[src/sv/serial_line_assembler_top_macros.svh]
// assertion macros shared by the serial line assembler modules
// expects clk and rst_n in the scope of each use
`ifndef SERIAL_LINE_ASSEMBLER_TOP_MACROS_SVH
`define SERIAL_LINE_ASSEMBLER_TOP_MACROS_SVH

// property checked on every rising clock edge outside reset
`define SLA_ASSERT(label, prop) \
  label: assert property (@(posedge clk) disable iff (!rst_n) (prop)) \
    else $error("serial line assembler check failed");

// implication checked on every rising clock edge outside reset
`define SLA_ASSERT_IMP(label, ante, cons) \
  label: assert property (@(posedge clk) disable iff (!rst_n) (ante) |-> (cons)) \
    else $error("serial line assembler check failed");

`endif

[src/sv/sla_pkg.sv]
// types and constants of the serial line assembler
// no dependencies
package sla_pkg;

  // character codes
  localparam logic [7:0] CH_CR = 8'h0d;
  localparam logic [7:0] CH_LF = 8'h0a;

  // configuration register indexes
  localparam int CFG_IDX_W  = 1;
  localparam int CFG_DATA_W = 32;
  localparam logic [CFG_IDX_W-1:0] REG_MAX_LEN    = 1'b0;
  localparam logic [CFG_IDX_W-1:0] REG_TIMEOUT_MS = 1'b1;

  localparam logic [15:0] MAX_LEN_RST = 16'd64;

  // result queue geometry
  localparam int FIFO_DEPTH = 4;
  localparam int FIFO_AW    = 2;
  localparam int FIFO_CW    = 3;

  typedef enum logic {
    REQ_BYTE = 1'b0,
    REQ_TICK = 1'b1
  } req_type_t;

  typedef enum logic {
    KIND_CHAR = 1'b0,
    KIND_EOL  = 1'b1
  } out_kind_t;

  typedef enum logic [1:0] {
    REASON_LF       = 2'd0,
    REASON_OVERFLOW = 2'd1,
    REASON_TIMEOUT  = 2'd2
  } end_reason_t;

  // one result item
  typedef struct packed {
    out_kind_t   kind;
    logic [7:0]  char_byte;
    logic [15:0] char_index;
    logic [15:0] line_length;
    end_reason_t reason;
    logic        is_last;
  } sla_result_t;

  // results caused by one accepted item, in order
  typedef struct packed {
    logic        push0;
    logic        push1;
    sla_result_t res0;
    sla_result_t res1;
  } sla_push_t;

endpackage

[src/sv/sla_core.sv]
// line state, configuration registers and result generation
// depends on sla_pkg and serial_line_assembler_top_macros.svh
`include "serial_line_assembler_top_macros.svh"
module sla_core (
  input  logic                           clk,
  input  logic                           rst_n,
  input  logic                           cfg_we,
  input  logic [sla_pkg::CFG_IDX_W-1:0]  cfg_index,
  input  logic [sla_pkg::CFG_DATA_W-1:0] cfg_data,
  input  logic                           acc,
  input  logic                           req_type,
  input  logic [7:0]                     rx_byte,
  output sla_pkg::sla_push_t             push
);
  import sla_pkg::*;

  logic [15:0] max_len_r, max_len_nxt;
  logic [31:0] timeout_r, timeout_nxt;
  logic [15:0] count_r, count_nxt;
  logic [31:0] idle_r, idle_nxt;
  logic        drop_r, drop_nxt;

  logic [15:0] limit;
  logic [15:0] count_inc;
  logic [31:0] idle_inc;
  sla_result_t eol_res;
  sla_result_t char_res;

  // overflow limit, small sizes act as two
  assign limit     = (max_len_r < 16'd2) ? 16'd1 : max_len_r - 16'd1;
  assign count_inc = count_r + 16'd1;
  assign idle_inc  = (idle_r == 32'hffff_ffff) ? idle_r : idle_r + 32'd1;

  // configuration writes
  always_comb begin
    max_len_nxt = max_len_r;
    timeout_nxt = timeout_r;
    if (cfg_we) begin
      unique case (cfg_index)
        REG_MAX_LEN:    max_len_nxt = cfg_data[15:0];
        REG_TIMEOUT_MS: timeout_nxt = cfg_data;
        default: ;
      endcase
    end
  end

  // line state update and results for the accepted item
  always_comb begin
    count_nxt = count_r;
    idle_nxt  = idle_r;
    drop_nxt  = drop_r;
    push      = '0;

    char_res             = '0;
    char_res.kind        = KIND_CHAR;
    char_res.char_byte   = rx_byte;
    char_res.char_index  = count_r;
    char_res.is_last     = 1'b1;

    eol_res              = '0;
    eol_res.kind         = KIND_EOL;
    eol_res.line_length  = count_r;
    eol_res.reason       = REASON_LF;
    eol_res.is_last      = 1'b1;

    if (acc) begin
      if (req_type == REQ_TICK) begin
        if (timeout_r != 32'd0 && idle_inc >= timeout_r) begin
          eol_res.reason = REASON_TIMEOUT;
          push.push0     = 1'b1;
          push.res0      = eol_res;
          count_nxt      = '0;
          idle_nxt       = '0;
        end else begin
          idle_nxt = idle_inc;
        end
      end else if (drop_r) begin
        drop_nxt = 1'b0;
      end else if (rx_byte == CH_CR) begin
        // carriage return is ignored
      end else if (rx_byte == CH_LF) begin
        push.push0 = 1'b1;
        push.res0  = eol_res;
        count_nxt  = '0;
        idle_nxt   = '0;
      end else begin
        push.push0 = 1'b1;
        push.res0  = char_res;
        count_nxt  = count_inc;
        idle_nxt   = '0;
        if (count_inc >= limit) begin
          // overflow: character then end of line
          push.res0.is_last   = 1'b0;
          eol_res.reason      = REASON_OVERFLOW;
          eol_res.line_length = count_inc;
          push.push1          = 1'b1;
          push.res1           = eol_res;
          drop_nxt            = 1'b1;
          count_nxt           = '0;
        end
      end
    end
  end

  // state registers
  always_ff @(posedge clk) begin
    if (!rst_n) begin
      max_len_r <= MAX_LEN_RST;
      timeout_r <= '0;
      count_r   <= '0;
      idle_r    <= '0;
      drop_r    <= 1'b0;
    end else begin
      max_len_r <= max_len_nxt;
      timeout_r <= timeout_nxt;
      count_r   <= count_nxt;
      idle_r    <= idle_nxt;
      drop_r    <= drop_nxt;
    end
  end

  // checks
  `SLA_ASSERT_IMP(a_push1_needs_push0, push.push1, push.push0)
  `SLA_ASSERT_IMP(a_overflow_sets_drop, push.push1, ##1 (drop_r && count_r == 16'd0))
  `SLA_ASSERT_IMP(a_eol_clears_idle, push.push0 && push.res0.kind == KIND_EOL,
                  ##1 (idle_r == 32'd0 && count_r == 16'd0))
  `SLA_ASSERT_IMP(a_drop_only_after_overflow, $rose(drop_r), $past(push.push1))

endmodule

[src/sv/sla_fifo.sv]
// four-entry result queue, takes up to two results a cycle, gives one
// depends on sla_pkg and serial_line_assembler_top_macros.svh
`include "serial_line_assembler_top_macros.svh"
module sla_fifo (
  input  logic                  clk,
  input  logic                  rst_n,
  input  sla_pkg::sla_push_t    push,
  output logic                  full2,
  output logic                  head_valid,
  output sla_pkg::sla_result_t  head,
  input  logic                  pop
);
  import sla_pkg::*;

  sla_result_t          mem_r [FIFO_DEPTH];
  logic [FIFO_AW-1:0]   wr_ptr_r, wr_ptr_nxt;
  logic [FIFO_AW-1:0]   rd_ptr_r, rd_ptr_nxt;
  logic [FIFO_CW-1:0]   count_r, count_nxt;
  logic [FIFO_AW-1:0]   wr_ptr_p1;
  logic [FIFO_CW-1:0]   n_push;

  assign wr_ptr_p1  = wr_ptr_r + FIFO_AW'(1);
  assign n_push     = FIFO_CW'(push.push0) + FIFO_CW'(push.push1);
  assign full2      = count_r > FIFO_CW'(FIFO_DEPTH - 2);
  assign head_valid = count_r != '0;
  assign head       = mem_r[rd_ptr_r];

  // pointer and fill updates
  always_comb begin
    wr_ptr_nxt = wr_ptr_r + n_push[FIFO_AW-1:0];
    rd_ptr_nxt = rd_ptr_r + FIFO_AW'(pop);
    count_nxt  = count_r + n_push - FIFO_CW'(pop);
  end

  // control registers
  always_ff @(posedge clk) begin
    if (!rst_n) begin
      wr_ptr_r <= '0;
      rd_ptr_r <= '0;
      count_r  <= '0;
    end else begin
      wr_ptr_r <= wr_ptr_nxt;
      rd_ptr_r <= rd_ptr_nxt;
      count_r  <= count_nxt;
    end
  end

  // entry storage
  always_ff @(posedge clk) begin
    if (push.push0) begin
      mem_r[wr_ptr_r] <= push.res0;
    end
    if (push.push1) begin
      mem_r[wr_ptr_p1] <= push.res1;
    end
  end

  // checks
  `SLA_ASSERT(a_count_bound, count_r <= FIFO_CW'(FIFO_DEPTH))
  `SLA_ASSERT_IMP(a_no_push_when_full, full2, !push.push0)
  `SLA_ASSERT_IMP(a_no_pop_when_empty, !head_valid, !pop)
  `SLA_ASSERT(a_ptr_gap, (wr_ptr_r - rd_ptr_r) == count_r[FIFO_AW-1:0])

endmodule

[src/sv/serial_line_assembler_top.sv]
// top level of the serial line assembler
// depends on sla_pkg, sla_core and sla_fifo
//
// Splits received bytes into lines: each accepted item is a byte or a
// millisecond tick, and gives zero, one or two result items (a character,
// an end of line, or a character followed by an overflow end of line).
// One item is accepted per cycle while in_stall is low; the line state
// updates in the cycle of acceptance and its results enter a four-entry
// result queue, so a result is offered at the earliest on the cycle after
// its item is accepted. in_stall rises while fewer than two queue entries
// are free, which happens when results are taken more slowly than they are
// made, as while out_stall is held. Configuration is written through
// cfg_we, cfg_index and cfg_data by the user only while idle; the block
// does not enforce this.
module serial_line_assembler_top (
  input  logic                           clk,
  input  logic                           rst_n,
  input  logic                           cfg_we,
  input  logic [sla_pkg::CFG_IDX_W-1:0]  cfg_index,
  input  logic [sla_pkg::CFG_DATA_W-1:0] cfg_data,
  input  logic                           in_valid,
  output logic                           in_stall,
  input  logic                           in_req_type,
  input  logic [7:0]                     in_rx_byte,
  output logic                           out_valid,
  input  logic                           out_stall,
  output logic                           out_kind,
  output logic [7:0]                     out_char_byte,
  output logic [15:0]                    out_char_index,
  output logic [15:0]                    out_line_length,
  output logic [1:0]                     out_end_reason,
  output logic                           out_is_last
);
  import sla_pkg::*;

  sla_push_t   push;
  sla_result_t head;
  logic        full2;
  logic        acc;
  logic        pop;

  // handshakes
  assign in_stall = full2;
  assign acc      = in_valid && !full2;
  assign pop      = out_valid && !out_stall;

  sla_core u_core (
    .clk       (clk),
    .rst_n     (rst_n),
    .cfg_we    (cfg_we),
    .cfg_index (cfg_index),
    .cfg_data  (cfg_data),
    .acc       (acc),
    .req_type  (in_req_type),
    .rx_byte   (in_rx_byte),
    .push      (push)
  );

  sla_fifo u_fifo (
    .clk        (clk),
    .rst_n      (rst_n),
    .push       (push),
    .full2      (full2),
    .head_valid (out_valid),
    .head       (head),
    .pop        (pop)
  );

  // result fields
  assign out_kind        = head.kind;
  assign out_char_byte   = head.char_byte;
  assign out_char_index  = head.char_index;
  assign out_line_length = head.line_length;
  assign out_end_reason  = head.reason;
  assign out_is_last     = head.is_last;

endmodule
[config.mk]
export PLATFORM = sky130hd
export DESIGN_NAME = serial_line_assembler_top
export DESIGN_NICKNAME = d
export VERILOG_FILES = /design/src/sv/sla_pkg.sv /design/src/sv/sla_core.sv /design/src/sv/sla_fifo.sv /design/src/sv/serial_line_assembler_top.sv
export VERILOG_INCLUDE_DIRS = /design/src /design/src/sv
export SDC_FILE = /design/constraint.sdc
export NUM_CORES = 1
export LEC_CHECK = 0
export BUFFER_PORTS_ARGS = -buffer_cell sky130_fd_sc_hd__buf_2
export CORE_MARGIN = 4
export CORE_UTILIZATION = 65
export CTS_CLUSTER_SIZE = 16
export DETAILED_ROUTE_END_ITERATION = 16
export PLACE_DENSITY_LB_ADDON = 0.1
export SLEW_MARGIN = 20
export SYNTH_ARGS = -nofsm -noshare
export SYNTH_HDL_FRONTEND = slang
export SYNTH_SLANG_ARGS = --single-unit
[constraint.sdc]
create_clock -name clk -period 12.2 [get_ports clk]
set_clock_uncertainty 0.05 [all_clocks]
set_input_delay 2.44 -clock clk [delete_from_list [all_inputs] [get_ports clk]]
set_output_delay 2.44 -clock clk [all_outputs]
set_load 0.005 [all_outputs]
==> metrics.txt <==
first-pass GRT wire length 65.7 mm; Met1 Wirelength 16.2 mm; CTS clk-pin slew, worst paths 60 ps; Final Hold Vio Count 0; crit-path max FO 44; Req. time, crit path 12570 ps; Async S/R FF share, synth 0%; CP cell instances ha_1 -> and3_1 -> nand4_1 -> o2111ai_1 -> nor2_1 -> xnor2_1 -> ha_1 -> nand4_1 -> nor4_1 -> o211ai_1 -> a311oi_4 -> nor3_2 -> buf_4 -> inv_2 -> ha_1 -> inv_1 -> ha_1 -> fa_1 -> xnor2_1 -> xnor2_1 -> nor2_1; proportion of layout cells with a drive suffix above 1 14.1%; Min Clock Period, post-route 7230 ps; RSZ-0062 raised after global routing no; reg2reg setup slack 4970 ps; DRC viols 0; hold path cells 2; CP peak stage delay 1020 ps; DR pass1 iterations 6; DRT Wirelength 41.2 mm; clock sink count 280; Slowest-stage cell, CP o2111ai_1; Least-Margin Pin Slew 1180 ps; Peak VDD IR 0.142 mV; most frequent cells in the layout nand2_1, dfxtp_1, mux2i_1; final period utilization 59.2%; WS Path Type register to register; GRT overflow 0; Post-synth EDFFs 76; Crit path buffers/inverters 3; worst-skew pair later-pin latency 570 ps; Die X 162 um; CTS H-tree lvls 1; vias in the first global route 12.5k; worst r2r path cells 21; synthesized instance count 1572; hold_sp u_core.timeout_r[18]$_SDFFE_PN0P_; RR Endpoint u_fifo.count_r[2]$_SDFF_PN0_; startpoint class of the critical path register; post-DP HPWL 26.6 mm; non-filler cells in the finished layout 1902; maxcap violations 0; number of CTS-inserted buffers 29; Leakage 6.64 nW; WL/cell 21.7 um; met2 wire length 20.1 mm; post_cts resized 0; final setup violation count 0; FF+latch count, synth 280; synthesized cell area 0.0153 mm2; Crit path top cell by count ha_1; Starting Density 67.0%; DP Cell Count 1847; Largest delay share family, worst path compound AO/OA/AOI/OAI gates; gr usage total 30.7%; number of DRC markers in iteration 0 1425; detailed-route via count 12.8k; Layout area overhead 9.78%; setup bufs post-CTS 0; die area 0.0261 mm2; Post-CTS Hold Buffers 0; # fillers 1667; top_reg_cell synth dfxtp_1; gpl congestion 0.919; I/O pin total 93; Yosys cell types 69; DRT antenna net count 0; CTS tree yes; Yosys warning count 0; pwr/cell area 145 mW/mm2; initial antenna violation count 1; sequential cell area fraction in the yosys report 41.5%; Overall Power 2.44 mW; achievable clock frequency 138 MHz; largest net degree at the start of global routing 107; vias per inst 6.72; die height 162 um; r2r startpoint u_core.idle_r[1]$_SDFFE_PN0P_; arrival time at the worst endpoint 7600 ps; most common library cell in the layout ignoring fill and taps nand2_1; highest metal used met4; clock buffer depth 3; Setup TNS Final 0 ps; met3 wire length 3.26 mm; nets 1670; crit end category register; core area 0.0229 mm2; Slew HR 20.9%; Tightest Hold Check Type register to register; Mapped Avg Cell Area 9.76 um2; hold path endpoint u_core.timeout_r[18]$_SDFFE_PN0P_; Pins Over Slew Limit 0; Post-Synthesis Net Count 1677; Clock Tree Root clkbuf_16; outcome complete, no violations; Rows 55; hold slack final 421 ps; # port buffers 92
Yosys cell counts, drive strengths merged, types with 44 or more instances:
cell	instances	area [um2]
mux4	44	991
nor2	58	218
ha	57	713
mux2i	97	971
inv	57	214
nand3	57	285
clkbuf	106	399
o31ai	98	769
a21oi	68	340
nand2	208	781
dfxtp	204	4080
edfxtp	76	2280
a32o	47	470
state kept, by name (all words and copies together) (netlist names):
signal / count
u_core.max_len_r: 16
u_core.drop_r: 1
u_fifo.count_r: 3
u_fifo.rd_ptr_r: 2
u_core.idle_r: 32
u_fifo.mem_r: 176
u_core.timeout_r: 32
u_fifo.wr_ptr_r: 2
u_core.count_r: 16
how the worst max path moves through the flow:
stage / depth (start not counted) / slack [ps] / end / start
floorplan: 23 / 6690 / u_fifo.count_r[2]$_SDFF_PN0_ / u_core.idle_r[25]$_SDFFE_PN0P_
global placement: 20 / 5230 / u_fifo.count_r[2]$_SDFF_PN0_ / u_core.idle_r[20]$_SDFFE_PN0P_
detailed placement: 21 / 4860 / u_fifo.count_r[2]$_SDFF_PN0_ / u_core.idle_r[1]$_SDFFE_PN0P_
CTS: 21 / 4850 / u_fifo.count_r[2]$_SDFF_PN0_ / u_core.idle_r[1]$_SDFFE_PN0P_
global route: 21 / 4460 / u_fifo.count_r[2]$_SDFF_PN0_ / u_core.idle_r[1]$_SDFFE_PN0P_
finish: 21 / 4970 / u_fifo.count_r[2]$_SDFF_PN0_ / u_core.idle_r[1]$_SDFFE_PN0P_
worst register-to-register path: cells and delay by family, from the launching register on:
| kind | cells | cell delay (ps) |
|---|---|---|
| AO/OA/AOI/OAI | 3 | 2050 |
| XOR/XNOR | 3 | 500 |
| adder cells (fa/ha/maj) | 5 | 1510 |
| buffers and inverters | 3 | 910 |
| flip-flops | 1 | 420 |
| AND/OR/NAND/NOR | 7 | 1630 |
where the power goes:
group          leakage [nW]  switching [mW]  internal [mW]
clock                 0.505           0.376          0.556
combinational          3.81           0.239          0.192
sequential             2.33          0.0706           1.01
layer usage:
| layer | vias to the layer above | global-route usage [%] |
|---|---|---|
| li1 | 5899 | - |
| met1 | 6145 | 40.0 |
| met2 | 632 | 52.5 |
| met3 | 106 | 4.24 |
| met4 | 0 | 11.7 |
| met5 | - | 0 |
cell families (layout without fill, tap and decap cells):
group	after synthesis	in the layout	synth area share [%]
AO/OA/AOI/OAI	364	364	17.9
XOR/XNOR	57	57	3.25
adder cells (fa/ha/maj)	58	58	4.78
buffers and inverters	201	217	5.14
flip-flops	280	280	41.5
multiplexers	142	142	12.9
other	0	1	0
AND/OR/NAND/NOR	470	470	14.6
cell type report:
type	count	area, um2	share of cell area, %
diodes	1	2.50	0.0149
clock buffers	46	946	5.61
clock inverters	8	82.6	0.490
inverters	57	214	1.27
multi-input cells	1091	8270	49.1
flip-flops and latches	280	6370	37.8
well taps	313	392	2.32
repair buffers	106	569	3.38
metrics by stage:
stage | setup slack, ps | cell area, um2 | utilization (%)
after global routing | 4460 | 16800 | 73.5
after floorplan | 6690 | 15300 | -
after CTS | 4850 | 16800 | 73.4
after detailed placement | 4860 | 15800 | 68.9
final | 4970 | 16800 | 73.5
after global placement | 5230 | 15800 | 68.9
Note: power is estimated with default switching activity, not from simulation.
